## config.mk

```make
export PLATFORM = sky130hd
export DESIGN_NAME = video_header_split_finder_top
export DESIGN_NICKNAME = d
export VERILOG_FILES = /design/src/vhsf_pkg.sv /design/src/video_header_split_finder_top.sv
export SDC_FILE = /design/constraint.sdc
export NUM_CORES = 1
export LEC_CHECK = 0
export BUFFER_PORTS_ARGS = -buffer_cell sky130_fd_sc_hd__buf_2
export CORE_ASPECT_RATIO = 0.5
export CORE_MARGIN = 8
export CORE_UTILIZATION = 26
export DETAILED_ROUTE_END_ITERATION = 16
export HOLD_SLACK_MARGIN = 0.06
export SLEW_MARGIN = 5
export SYNTH_ARGS = -nofsm -noshare
export SYNTH_HDL_FRONTEND = slang
export SYNTH_SLANG_ARGS = --single-unit
```

## constraint.sdc

```tcl
create_clock -name i_clk -period 4.7 [get_ports i_clk]
set_input_delay 0.47 -clock i_clk [delete_from_list [all_inputs] [get_ports i_clk]]
set_output_delay 0.47 -clock i_clk [all_outputs]
set_load 0.01 [all_outputs]
```

## src/vhsf_pkg.sv

```systemverilog
package vhsf_pkg;

    // Packet size limit; positions saturate at one below it
    localparam int MaxPacketBytesDef = 65536;

    localparam int CfgIndexW = 1;
    localparam int CfgDataW  = 3;

    // Register indexes
    localparam logic [CfgIndexW-1:0] REG_CODEC_SELECT = 1'd0;
    localparam logic [CfgIndexW-1:0] REG_REMOVE_MODE  = 1'd1;

    // Codec select codes
    localparam logic [2:0] CODEC_NONE  = 3'd0;
    localparam logic [2:0] CODEC_MPEG4 = 3'd1;
    localparam logic [2:0] CODEC_H264  = 3'd2;
    localparam logic [2:0] CODEC_HEVC  = 3'd3;
    localparam logic [2:0] CODEC_MPEG2 = 3'd4;
    localparam logic [2:0] CODEC_VC1   = 3'd5;

    // Remove mode codes
    localparam logic [1:0] MODE_KEY_ONLY    = 2'd0;
    localparam logic [1:0] MODE_ALL         = 2'd1;
    localparam logic [1:0] MODE_NONKEY_ONLY = 2'd2;

    // Start code prefix as seen in the three bytes before the code byte
    localparam logic [23:0] SC_PREFIX = 24'h000001;

    // MPEG-4 / MPEG-1/2 code bytes
    localparam logic [7:0] CODE_SEQ_HDR  = 8'hB3;
    localparam logic [7:0] CODE_EXT      = 8'hB5;
    localparam logic [7:0] CODE_VOP      = 8'hB6;
    // VC-1 sequence / entry point
    localparam logic [7:0] CODE_VC1_SEQ  = 8'h0F;
    localparam logic [7:0] CODE_VC1_ENTRY = 8'h0E;

    // H.264 NAL unit types
    localparam logic [4:0] NAL_SEI   = 5'd6;
    localparam logic [4:0] NAL_SPS   = 5'd7;
    localparam logic [4:0] NAL_PPS   = 5'd8;
    localparam logic [4:0] NAL_AUD   = 5'd9;
    localparam logic [4:0] NAL_SPSX  = 5'd13;
    localparam logic [4:0] NAL_SUBSPS = 5'd15;

    // HEVC NAL unit types
    localparam logic [5:0] NUT_VPS      = 6'd32;
    localparam logic [5:0] NUT_SPS      = 6'd33;
    localparam logic [5:0] NUT_PPS      = 6'd34;
    localparam logic [5:0] NUT_AUD      = 6'd35;
    localparam logic [5:0] NUT_PREFIX_SEI = 6'd39;

    typedef struct packed {
        logic [7:0] data_byte;
        logic       key_frame;
        logic       last_byte;
    } t_in_word;

    typedef struct packed {
        logic [15:0] strip_bytes;
        logic        split_found;
    } t_out_word;

endpackage

```

## src/video_header_split_finder_top.sv

```systemverilog
// Header split finder for compressed video packets.
// Input channel (i_in_valid / o_in_ready / i_in_word): one packet byte per word,
// with the keyframe flag and a mark on the final byte. Output channel
// (o_out_valid / i_out_ready / o_out_word): one word per packet, issued for the
// final byte, giving the number of leading header bytes to strip and whether a
// split was found and allowed by the keyframe gate.
// Each byte is handled in the cycle it is taken: a shift of the last four bytes,
// the byte position and the header flags update at that edge, so one byte is
// taken every cycle while input ready is high. The result word is registered
// from its final byte into a single output register. Input ready is low only while
// that register is full and not being emptied in the same cycle, so while a
// result word waits on a stalled receiver no further byte is taken.
// Configuration (i_cfg_we / i_cfg_index / i_cfg_wdata) takes effect from the
// next byte. Reset clears registers, packet state and the output valid.
// Positions saturate at MAX_PACKET_BYTES - 1; strip counts saturate at 65535.
module video_header_split_finder_top
    import vhsf_pkg::*;
#(
    parameter int MAX_PACKET_BYTES = MaxPacketBytesDef
) (
    input  logic                 i_clk,
    input  logic                 i_rst_n,
    input  logic                 i_in_valid,
    output logic                 o_in_ready,
    input  t_in_word             i_in_word,
    output logic                 o_out_valid,
    input  logic                 i_out_ready,
    output t_out_word            o_out_word,
    input  logic                 i_cfg_we,
    input  logic [CfgIndexW-1:0] i_cfg_index,
    input  logic [CfgDataW-1:0]  i_cfg_wdata
);

    localparam int PosW = $clog2(MAX_PACKET_BYTES);
    localparam int ExtW = (PosW > 16) ? PosW : 16;
    localparam logic [PosW-1:0] PosCap = PosW'(MAX_PACKET_BYTES - 1);

    logic [2:0]      r_codec;
    logic [1:0]      r_mode;
    logic [31:0]     r_recent;
    logic [PosW-1:0] r_pos;
    logic [PosW-1:0] r_zrb;
    logic            r_seen_vps;
    logic            r_seen_sps;
    logic            r_seen_pps;
    logic            r_done;
    logic [PosW-1:0] r_split;
    logic            r_out_valid;
    t_out_word       r_out;

    logic [31:0]     n_recent;
    logic [PosW-1:0] n_pos;
    logic [PosW-1:0] n_zrb;
    logic            n_seen_vps;
    logic            n_seen_sps;
    logic            n_seen_pps;
    logic            n_done;
    logic [PosW-1:0] n_split;
    t_out_word       n_out;

    logic            accept;
    logic            is_sc;
    logic [7:0]      b;
    logic [7:0]      code;
    logic [4:0]      h264_t;
    logic [5:0]      nut;
    logic [PosW-1:0] at;
    logic [PosW-1:0] at_zero;
    logic            gate;
    logic [ExtW-1:0] split_ext;

    assign o_in_ready  = !r_out_valid || i_out_ready;
    assign accept      = i_in_valid && o_in_ready;
    assign o_out_valid = r_out_valid;
    assign o_out_word  = r_out;

    assign b       = i_in_word.data_byte;
    assign n_recent = {r_recent[23:0], b};
    assign code    = b;
    assign h264_t  = code[4:0];
    assign nut     = code[6:1];
    assign is_sc   = !r_done && (r_recent[23:0] == SC_PREFIX);
    // offset of the first 00 of the code
    assign at      = (r_pos >= PosW'(3)) ? (r_pos - PosW'(3)) : '0;
    // move back over the zero run before the 01 byte
    assign at_zero = (r_zrb < at) ? r_zrb : at;

    always_comb begin
        n_seen_vps = r_seen_vps;
        n_seen_sps = r_seen_sps;
        n_seen_pps = r_seen_pps;
        n_done     = r_done;
        n_split    = r_split;
        if (is_sc) begin
            case (r_codec)
                CODEC_MPEG4: begin
                    if (code == CODE_SEQ_HDR || code == CODE_VOP) begin
                        n_done  = 1'b1;
                        n_split = at;
                    end
                end
                CODEC_H264: begin
                    if (h264_t == NAL_SPS) begin
                        n_seen_sps = 1'b1;
                    end else if (h264_t == NAL_PPS) begin
                        n_seen_pps = 1'b1;
                    end else if ((h264_t != NAL_SEI || r_seen_pps) && h264_t != NAL_AUD
                                 && h264_t != NAL_SPSX && h264_t != NAL_SUBSPS
                                 && r_seen_sps) begin
                        n_done  = 1'b1;
                        n_split = at_zero;
                    end
                end
                CODEC_HEVC: begin
                    if (nut == NUT_VPS) begin
                        n_seen_vps = 1'b1;
                    end else if (nut == NUT_SPS) begin
                        n_seen_sps = 1'b1;
                    end else if (nut == NUT_PPS) begin
                        n_seen_pps = 1'b1;
                    end else if ((nut != NUT_PREFIX_SEI || r_seen_pps) && nut != NUT_AUD
                                 && r_seen_vps && r_seen_sps) begin
                        n_done  = 1'b1;
                        n_split = at_zero;
                    end
                end
                CODEC_MPEG2: begin
                    if (code == CODE_SEQ_HDR) begin
                        n_seen_sps = 1'b1;
                    end else if (r_seen_sps && code != CODE_EXT) begin
                        n_done  = 1'b1;
                        n_split = at;
                    end
                end
                CODEC_VC1: begin
                    if (code == CODE_VC1_SEQ || code == CODE_VC1_ENTRY) begin
                        n_seen_sps = 1'b1;
                    end else if (r_seen_sps) begin
                        n_done  = 1'b1;
                        n_split = at;
                    end
                end
                default: begin
                end
            endcase
        end
    end

    always_comb begin
        n_zrb = r_zrb;
        if (b == 8'h00 && (r_recent[7:0] != 8'h00 || r_pos == '0)) begin
            n_zrb = r_pos;
        end
        n_pos = (r_pos < PosCap) ? (r_pos + PosW'(1)) : r_pos;
    end

    always_comb begin
        gate = (r_mode == MODE_ALL) || (r_mode == MODE_KEY_ONLY && i_in_word.key_frame)
               || (r_mode == MODE_NONKEY_ONLY && !i_in_word.key_frame);
        split_ext = ExtW'(n_split);
        n_out.strip_bytes = 16'h0000;
        n_out.split_found = 1'b0;
        if (gate && n_done) begin
            n_out.split_found = 1'b1;
            n_out.strip_bytes = (split_ext > ExtW'(16'hFFFF)) ? 16'hFFFF : split_ext[15:0];
        end
    end

    always_ff @(posedge i_clk) begin
        if (!i_rst_n) begin
            r_codec     <= CODEC_NONE;
            r_mode      <= MODE_KEY_ONLY;
            r_recent    <= '1;
            r_pos       <= '0;
            r_zrb       <= '0;
            r_seen_vps  <= 1'b0;
            r_seen_sps  <= 1'b0;
            r_seen_pps  <= 1'b0;
            r_done      <= 1'b0;
            r_split     <= '0;
            r_out_valid <= 1'b0;
        end else begin
            if (i_cfg_we) begin
                case (i_cfg_index)
                    REG_CODEC_SELECT: r_codec <= i_cfg_wdata;
                    REG_REMOVE_MODE:  r_mode  <= i_cfg_wdata[1:0];
                    default: begin
                    end
                endcase
            end
            if (accept && i_in_word.last_byte) begin
                r_out_valid <= 1'b1;
            end else if (o_out_valid && i_out_ready) begin
                r_out_valid <= 1'b0;
            end
            if (accept) begin
                if (i_in_word.last_byte) begin
                    // packet done: issue result, clear packet state
                    r_recent    <= '1;
                    r_pos       <= '0;
                    r_zrb       <= '0;
                    r_seen_vps  <= 1'b0;
                    r_seen_sps  <= 1'b0;
                    r_seen_pps  <= 1'b0;
                    r_done      <= 1'b0;
                    r_split     <= '0;
                end else begin
                    r_recent    <= n_recent;
                    r_pos       <= n_pos;
                    r_zrb       <= n_zrb;
                    r_seen_vps  <= n_seen_vps;
                    r_seen_sps  <= n_seen_sps;
                    r_seen_pps  <= n_seen_pps;
                    r_done      <= n_done;
                    r_split     <= n_split;
                end
            end
        end
    end

    always_ff @(posedge i_clk) begin
        if (accept && i_in_word.last_byte) begin
            r_out <= n_out;
        end
    end

endmodule

```

==> results of run 1 <==
==> layout make-up <==
type,instances,share of cell area [%]
tap,300,5.938
inverter,23,1.366
clock buffer,9,3.563
multi-input combinational,502,51.01
sequential,99,34.05
clock inverter,7,0.9105
timing repair buffer,39,3.167
==> final timing paths <==
| check | start | to | slack (ns) | cells after the start |
|---|---|---|---|---|
| hold reg to reg | r_recent[17] | r_recent[17] | 0.47 | 2 |
| setup / recovery | r_pos[0] | o_out_word[15] | 0.43 | 14 |
| hold / removal | i_cfg_wdata[2] | r_codec[2] | 0.36 | 3 |
| setup reg to reg | r_pos[0] | o_out_word[15] | 0.43 | 14 |
==> kinds of logic (layout without fill, tap and decap cells) <==
group,Yosys count,count (layout)
compound gates,139,139
xor+xnor,25,25
fa+ha+maj,18,18
buf+inv,65,78
flops,99,99
mux,6,6
simple gates,314,314
==> power by group through the flow <==
| stage | combinational [mW] | sequential [mW] | clock (mW) |
|---|---|---|---|
| after global routing | 0.152 | 0.907 | 0.781 |
| after floorplan | 0.0932 | 0.919 | 0 |
| after detailed placement | 0.137 | 0.924 | 0 |
| after CTS | 0.137 | 0.904 | 0.747 |
| final | 0.136 | 0.904 | 0.728 |
| after global placement | 0.135 | 0.923 | 0 |
==> cells in the mapped netlist (3+ instances only) <==
cell / number / area [um^2]
a2111oi_4: 3 / 82.58
a21boi_0: 4 / 30.03
a21oi_1: 40 / 200.2
a22oi_1: 17 / 127.6
a31oi_1: 17 / 106.4
and2_1: 4 / 25.02
buf_2: 15 / 75.07
buf_6: 9 / 101.4
clkbuf_1: 14 / 52.55
dfxtp_1: 82 / 1642
edfxtp_1: 17 / 510.5
ha_1: 18 / 225.2
inv_1: 23 / 86.33
mux2i_1: 4 / 40.04
nand2_1: 82 / 307.8
nand2b_1: 18 / 112.6
nand3_1: 39 / 195.2
nand3b_1: 3 / 22.52
nand4_1: 15 / 93.84
nor2_1: 60 / 225.2
nor2b_1: 26 / 162.7
nor3_1: 24 / 120.1
nor3b_1: 5 / 37.54
nor4_1: 6 / 37.54
nor4_2: 3 / 37.54
o211ai_1: 3 / 22.52
o21a_1: 4 / 30.03
o21ai_0: 18 / 90.09
o21ai_1: 11 / 55.05
o21bai_1: 3 / 22.52
or3_1: 3 / 18.77
xnor2_1: 8 / 70.07
xor2_1: 17 / 148.9
==> stage by stage <==
step                      power [mW]  worst slack [ns]  instance area (um^2)  util [%]  cells
after floorplan                1.012            0.9647                  5713         -    666
after global placement         1.058            0.5632                  6038     27.91    963
after detailed placement       1.060            0.4667                  6038     27.91    963
after CTS                      1.788            0.4379                  6321     29.22    979
after global routing           1.840           0.07708                  6321     29.22    979
final                          1.767            0.4329                  6321     29.22    979
==> worst max-delay path, delay by kind of cell, from the launching register on <==
kind | cells | cell delay [ns]
adders and majority gates | 2 | 0.61
xor gates and xnor gates | 1 | 0.16
and+or+nand+nor | 7 | 1.60
AOI/OAI and AO/OA | 4 | 1.22
DFF | 1 | 0.42
==> sequential cells by signal, summed over array words and instances, names as in the netlist <==
signal	flops
r_seen_vps	1
r_split	16
r_pos	16
r_seen_sps	1
r_zrb	16
o_out_word	17
r_done	1
o_out_valid	1
r_mode	2
r_codec	3
r_seen_pps	1
r_recent	24
==> metal layers <==
metal | share of wire, % | up-vias | wire (um) | GRT usage, %
met4 | 1.7 | 0 | 257 | 3.475
met5 | 0 | - | 0 | 0
li1 | - | 2383 | - | -
met3 | 4.4 | 17 | 667 | 3.118
met1 | 48 | 2322 | 7272 | 14.57
met2 | 46 | 81 | 6926 | 18.00
==> key figures, run 1 <==
Outcome
  • Status: finished, final reports clean

Placed design
  • RePlAce Congestion: 0.8924
  • Port Buffers: 37
  • Post-detail-place hpwl: 11090 um

Floorplanning
  • Die ar.: 0.02726 mm^2
  • Row count: 38
  • I/O pins: 38
  • Core footprint: 0.02163 mm^2
  • Die X-Extent: 225.6 um
  • Die height: 120.8 um
  • Initial core utilization: 26.41%

Routing
  • Routed len/inst: 15.45 um
  • Post-Route WL: 15120 um
  • Routed Antenna Nets: 0
  • Total number of vias: 4803
  • Post-route DRC: 0
  • Vias per Instance: 4.906
  • Drt initial violations: 346
  • DRT Pass-1 Iters: 5

Synthesis
  • Syn Area/Cell: 8.578 um^2
  • Seq cells post-synth: 99
  • Mapped Cells: 666
  • Multiplexer share of the synthesized area: 1.226%
  • Commonest register cell after synthesis: dfxtp_1
  • EDFF count, synth: 17
  • Post-Syn Nets: 703
  • Xor/xnor share of the synthesized area: 3.833%
  • Yosys warnings: 0
  • Unique masters post-synth: 74
  • Register area share after synthesis: 37.67%
  • Post-synthesis compound-gate area fraction: 17.85%
  • Share of synthesized registers carrying an async set or reset: 0%
  • Largest family of logic cells by synthesized area: simple AND/OR/NAND/NOR gates
  • Synth Area in Adders: 3.942%
  • Netlist Area Pre-Place: 0.005713 mm^2
  • Post-Synth Simple-Gate Area: 29.54%

Worst setup path
  • Setup CP Type: reg2reg
  • CP Launch Type: flip-flop
  • Critical Path RT: 4.80 ns
  • Worst setup EP type: flip-flop
  • WP data arrival: 4.37 ns
  • Worst path cell trace: ha_1, nor3_1, nand2_1, or3_1, xor2_1, or2_1, ha_1, nand4_1, nor2_1, o211ai_1, o2111ai_4, nor2_1, a21oi_1, a21oi_1
  • CP max stage delay: 0.69 ns
  • CP max stage cell: o2111ai_4
  • Critical Path Fanout Max: 27

Pwr
  • Sequential Power Share: 51.1%
  • Power Internal: 1.299 mW
  • Comb pwr share: 7.7%
  • Switching share of power: 26.49%
  • Worst IR Drop VDD: 0.1883 mV
  • Pleak: 2.152 nW
  • Clk network pwr share: 41.2%
  • NetSw: 0.4680 mW
  • Cell Pwr Density: 279.6 mW/mm^2

Min path
  • Hold Crit Class: in2reg

Global route
  • Congestion Overflow GR: 0
  • Largest net degree at the start of global routing: 40
  • Vias in the first global route: 4536
  • Global-route total usage across every layer: 11.23%
  • Initial antenna violation count: 0
  • First-pass GRT wire length: 24630 um

Clock network
  • H-tree levels: 3
  • Clock slew seen by the registers of the worst setup and hold paths: 0.07 ns
  • # clock sinks: 99
  • TritonCTS clock tree: yes
  • Root buf cell: clkbuf_16
  • CTS resizes: 0
  • Setup bufs post-CTS: 0
  • Maximum clock path buffer count: 2
  • CTS buffer count: 9
  • Hold_buf cts: 0
  • Worst skew pair latency: 0.37 ns

Job
  • Max-cap violations: 0

STA
  • Part of the cycle the worst path needs: 90.79%
  • Clock Skew: 0.008650 ns
  • RSZ-0062 raised after global routing: false
  • Slew margin rel.: 27.47%
  • Fmax: 234.4 MHz
  • Aggregate negative setup slack: 0 ns
  • Final slew viol count: 0
  • Final setup viols: 0
  • Final hold vios: 0
  • Worst slew pin tran: 1.084 ns
  • Final worst path period need: 4.267 ns
  • Hold WS: 0.3566 ns

Cells and area
  • Layout Nets: 711
  • Most frequent cells in the layout: nand2_1 (82), dfxtp_1 (82), nor2_1 (60), a21oi_1 (40), nand3_1 (39)
  • # diodes: 0
  • Multi-input gate area: 0.003224 mm^2
  • Fraction of layout instances using a drive strength above 1: 13.84%
  • Filler cells: 2287
  • Reg area: 0.002152 mm^2
  • P&R area growth vs syn: 10.64%
Power figures use the tool's default switching activity.
==> run 2, diff against run 1 <==
Settings changed: CORE_ASPECT_RATIO 0.5 to 0.8.
==> run 2 against run 1 <==
Net effect:
- hold slack gained 0.010 ns
- sequential power is essentially flat
- final cell count shrank 1.9%
- critical path type unchanged
- wire length shrank 0.27%
- clock skew grew 0.0037 ns
- largest power group unchanged
- sequential cell count is the same
- count of clock-buffer cells in the layout is the same
- core utilization grew 0.26 points
- via count shrank 1.6%
==> key figures, run 2 (same netlist as run 1, synthesis figures left out) <==
Cells and area
  • Multi-input gate area: 0.003224 mm^2
  • Fraction of layout instances using a drive strength above 1: 14.60%
  • Reg area: 0.002152 mm^2
  • P&R area growth vs syn: 11.26%
  • Most flop-heavy register: r_recent
  • Layout Nets: 717
  • # diodes: 0
  • Final instance area: 0.006356 mm^2
  • Filler cells: 2309
  • Largest register FFs: 24
  • Most frequent cells in the layout: nand2_1 (82), dfxtp_1 (82), nor2_1 (60), a21oi_1 (40), nand3_1 (39)

Routing
  • Routed len/inst: 15.71 um
  • Drt initial violations: 369
  • Vias per Instance: 4.922
  • Routed Antenna Nets: 0
  • Total number of vias: 4725
  • Post-Route WL: 15080 um
  • Post-route DRC: 0
  • DRT Pass-1 Iters: 5

Floorplanning
  • Row count: 48
  • Die ar.: 0.02700 mm^2
  • Core footprint: 0.02156 mm^2
  • Initial core utilization: 26.50%
  • I/O pins: 38
  • Die height: 148.6 um
  • Die X-Extent: 181.7 um

Clock network
  • TritonCTS clock tree: yes
  • Maximum clock path buffer count: 2
  • CTS buffer count: 9
  • H-tree levels: 3
  • Worst skew pair latency: 0.36 ns
  • Root buf cell: clkbuf_16
  • Setup bufs post-CTS: 0
  • Hold_buf cts: 0
  • # clock sinks: 99
  • CTS resizes: 0
  • Clock slew seen by the registers of the worst setup and hold paths: 0.08 ns

Global route
  • Largest net degree at the start of global routing: 33
  • Vias in the first global route: 4514
  • Congestion Overflow GR: 0
  • Global-route total usage across every layer: 11.34%
  • Grt met2 use: 16.07%
  • Met1 Track Usage GR: 16.75%
  • Initial antenna violation count: 0
  • First-pass GRT wire length: 24780 um
  • Grt met3 use: 2.682%
  • Gr busiest metal: met1

STA
  • RSZ-0062 raised after global routing: false
  • Final hold vios: 0
  • Slew margin rel.: 25.39%
  • Final slew viol count: 0
  • Hold WS: 0.3669 ns
  • Clock Skew: 0.01235 ns
  • Aggregate negative setup slack: 0 ns
  • Part of the cycle the worst path needs: 89.56%
  • Final setup viols: 0
  • Fmax: 237.6 MHz
  • Final worst path period need: 4.209 ns
  • Worst slew pin tran: 1.115 ns

Pwr
  • Cell Pwr Density: 282.6 mW/mm^2
  • Worst IR Drop VDD: 0.1547 mV
  • Pleak: 2.189 nW

Worst setup path
  • Crit Reg-Reg Endpoint: o_out_word[16]
  • Critical Path RT: 4.79 ns
  • Worst setup EP type: flip-flop
  • Critical Path End: o_out_word[16]
  • CP Launch Type: flip-flop
  • Critical Path Start: r_pos[0]
  • WP data arrival: 4.30 ns
  • Critical Path Fanout Max: 12
  • Flop2flop setup slack: 0.49 ns
  • FF-to-FF path depth: 14
  • Worst r2r src: r_pos[0]
  • Setup CP Type: reg2reg

Job
  • Max-cap violations: 0

Placed design
  • Post-detail-place hpwl: 11020 um
  • Port Buffers: 37
  • RePlAce Congestion: 0.9220
  • Placed cell area: 0.006052 mm^2

Min path
  • Hold Crit Class: in2reg

Outcome
  • Status: finished, final reports clean
run 2: area by class of cell:
class,count,share of cell area (%)
Timing Repair Buffer,45,3.858
Clock buffer,9,3.543
Multi-Input combinational cell,502,50.73
Tap cell,275,5.413
Inverter,23,1.358
Sequential cell,99,33.86
Clock inverter,7,1.240
run 2: stage by stage:
stage | total power [mW] | instances | setup slack (ns) | util, %
3_5_place_dp | 1.059 | 944 | 0.5399 | 28.07
5_1_grt | 1.869 | 960 | 0.1365 | 29.48
4_1_cts | 1.823 | 960 | 0.5250 | 29.48
2_1_floorplan | 1.012 | 666 | 0.9647 | -
3_3_place_gp | 1.058 | 944 | 0.6409 | 28.07
6_report | 1.796 | 960 | 0.4909 | 29.48
run 2: worst min-delay path by stage:
stage                    from  cells past startpoint      endpoint
2_1_floorplan    r_recent[17]                      2  r_recent[17]
3_3_place_gp     r_recent[17]                      2  r_recent[17]
3_5_place_dp        r_mode[0]                      2     r_mode[0]
4_1_cts        i_cfg_wdata[2]                      3    r_codec[2]
5_1_grt          i_in_word[8]                      3   r_recent[6]
6_report       i_cfg_wdata[2]                      3    r_codec[2]
run 2: power by group:
group	total, mW	switching [mW]	internal (mW)
combinational	0.137	0.0898	0.0475
clock	0.757	0.378	0.379
sequential	0.902	0.0188	0.883
run 2: worst max-delay path: stages, from the launching register on:
cell and delay, ns:
dfxtp_1 0.42, ha_1 0.32, nor3_1 0.38, nand2_1 0.24, or3_1 0.37, xor2_1 0.16, or2_1 0.28, ha_1 0.29
nand4_1 0.12, a31oi_1 0.08, a2111oi_4 0.52, nand2b_1 0.12, o221a_2 0.38, a21oi_2 0.20, a21oi_1 0.08
run 2: metal layers:
metal  vias to the layer above  part of all wire [%]  wire length (um)
met5                         -                     0                 0
met4                         0                   1.0               151
met3                         9                   5.7               856
met2                       119                    40              5985
met1                      2197                    54              8090
li1                       2400                     -                 -
==> run 3, diff against run 2 <==
Settings changed: CORE_MARGIN 8 to 2.
==> run 3 against run 2 <==
Net effect:
- register-to-register slack better by 0.09 ns
- core utilization hardly changed
- clock power is 3.0% higher
- hold slack better by 0.0035 ns
- cell area hardly changed
- power is 1.3% higher
- maximum frequency is 2.1% higher
- sequential cell count stayed put
- worst setup slack better by 0.086 ns
- critical path type unchanged
- highest routed layer unchanged
==> key figures, run 3 (same netlist as run 1, synthesis figures left out) <==
STA
  • Final slew viol count: 0
  • Final hold vios: 0
  • Clock Skew: 0.01358 ns
  • Final worst path period need: 4.123 ns
  • Fmax: 242.5 MHz
  • Final setup viols: 0
  • RSZ-0062 raised after global routing: false
  • Part of the cycle the worst path needs: 87.73%
  • Aggregate negative setup slack: 0 ns
  • Slew margin rel.: 17.37%
  • Worst slew pin tran: 1.235 ns

Pwr
  • Pleak: 2.187 nW
  • Worst IR Drop VDD: 0.1401 mV
  • Cell Pwr Density: 286.1 mW/mm^2
  • Total Power: 1.820 mW

Cells and area
  • # diodes: 0
  • P&R area growth vs syn: 11.30%
  • Fin util: 29.49%
  • Layout Nets: 716
  • Most frequent cells in the layout: nand2_1 (82), dfxtp_1 (82), nor2_1 (60), a21oi_1 (40), nand3_1 (39)
  • Fraction of layout instances using a drive strength above 1: 14.47%
  • Most flop-heavy register: r_recent
  • Largest register FFs: 24
  • Post-route insts no fill: 959

Job
  • Max-cap violations: 0

Outcome
  • Status: finished, final reports clean

Floorplanning
  • Die height: 136.6 um
  • Row count: 48
  • I/O pins: 38
  • Die ar.: 0.02318 mm^2
  • Die X-Extent: 169.7 um
  • Initial core utilization: 26.50%
  • Core footprint: 0.02156 mm^2

Global route
  • Largest net degree at the start of global routing: 33
  • Grt met3 use: 3.181%
  • Gr busiest metal: met1
  • Global-route total usage across every layer: 13.43%
  • Vias in the first global route: 4469
  • First-pass GRT wire length: 24290 um
  • Met1 Track Usage GR: 20.33%
  • Congestion Overflow GR: 0
  • Grt met2 use: 19.02%
  • Initial antenna violation count: 0

Clock network
  • H-tree levels: 3
  • TritonCTS clock tree: yes
  • Hold_buf cts: 0
  • Root buf cell: clkbuf_16
  • CTS buffer count: 9
  • Maximum clock path buffer count: 2
  • Worst skew pair latency: 0.37 ns
  • CTS resizes: 0
  • Clock slew seen by the registers of the worst setup and hold paths: 0.08 ns
  • Setup bufs post-CTS: 0
  • # clock sinks: 99

Placed design
  • Port Buffers: 37
  • Post-detail-place hpwl: 10730 um
  • Cells after DPL: 943
  • RePlAce Congestion: 0.8909

Routing
  • Vias per Instance: 5.014
  • Routed len/inst: 15.73 um
  • Post-Route WL: 15090 um
  • Total number of vias: 4808
  • Routed Antenna Nets: 0
  • Post-route DRC: 0
  • Drt initial violations: 456
  • DRT Pass-1 Iters: 6

Worst setup path
  • Critical Path Start: r_pos[0]
  • FF-to-FF path depth: 14
  • WP data arrival: 4.21 ns
  • CP max stage cell: a2111oi_4
  • CP most frequent cell: ha_1
  • Critical Path RT: 4.79 ns
  • Critical Path Fanout Max: 10
  • Worst path cell trace: ha_1, nor3_1, nand2_1, or3_1, xor2_1, or2_1, ha_1, nand4_1, a31oi_1, a2111oi_4, o21ai_4, mux2_4, a22oi_2, a211oi_2
  • Worst setup EP type: flip-flop
  • Worst r2r src: r_pos[0]
  • Setup CP Type: reg2reg
  • Flop2flop setup slack: 0.58 ns
  • CP Launch Type: flip-flop
  • Critical Path End: o_out_word[5]
  • CP max stage delay: 0.50 ns
  • Crit Reg-Reg Endpoint: o_out_word[5]

Min path
  • Hold Crit Class: in2reg
==> run 3: cell count changes in the layout (fill, tap and decap cells not counted), sizes merged <==
cell	change
buf	-1
==> run 3: layout make-up <==
cell class	count	area, um^2
repair buffers	44	237.7
flip-flops and latches	99	2152
multi-input cells	502	3224
clock inverters	7	88.84
clock buffers	9	225.2
well taps	275	344.1
inverters	23	86.33
fillers	2269	15200
==> run 3: through the flow <==
stage	worst slack (ns)	cell area (um^2)	hold WS [ns]
2_1_floorplan	0.9647	5713	0.4412
3_3_place_gp	0.6423	6045	0.4530
3_5_place_dp	0.5779	6045	0.4649
4_1_cts	0.5806	6359	0.3600
5_1_grt	0.1762	6359	0.3927
6_report	0.5767	6359	0.3704
==> run 3: metal layers <==
metal	vias up	share of wire, %
met2	133	40
met5	-	0
met1	2259	53
li1	2402	-
met4	0	0.95
met3	14	6.1
==> run 3: worst min-delay path by stage <==
stage,to,cells past startpoint,slack [ns],start
final,r_recent[6],3,0.37,i_in_word[8]
after CTS,r_recent[6],3,0.36,i_in_word[8]
after global routing,r_mode[0],3,0.39,i_cfg_wdata[0]
after detailed placement,r_recent[23],2,0.46,r_recent[23]
after global placement,r_recent[17],2,0.45,r_recent[17]
after floorplan,r_recent[17],2,0.44,r_recent[17]
==> run 3: critical path, delay by kind of cell (launching register included) <==
kind / cells / cell delay (ns)
simple gates: 5 / 1.32
flops: 1 / 0.42
mux: 1 / 0.32
xor+xnor: 1 / 0.15
compound gates: 5 / 1.02
fa+ha+maj: 2 / 0.60
==> run 3: power by group <==
part           internal [mW]  total [mW]  switching [mW]
combinational         0.0475       0.138          0.0901
clock                  0.385       0.780           0.395
sequential             0.883       0.902          0.0192
total                   1.31        1.82           0.505
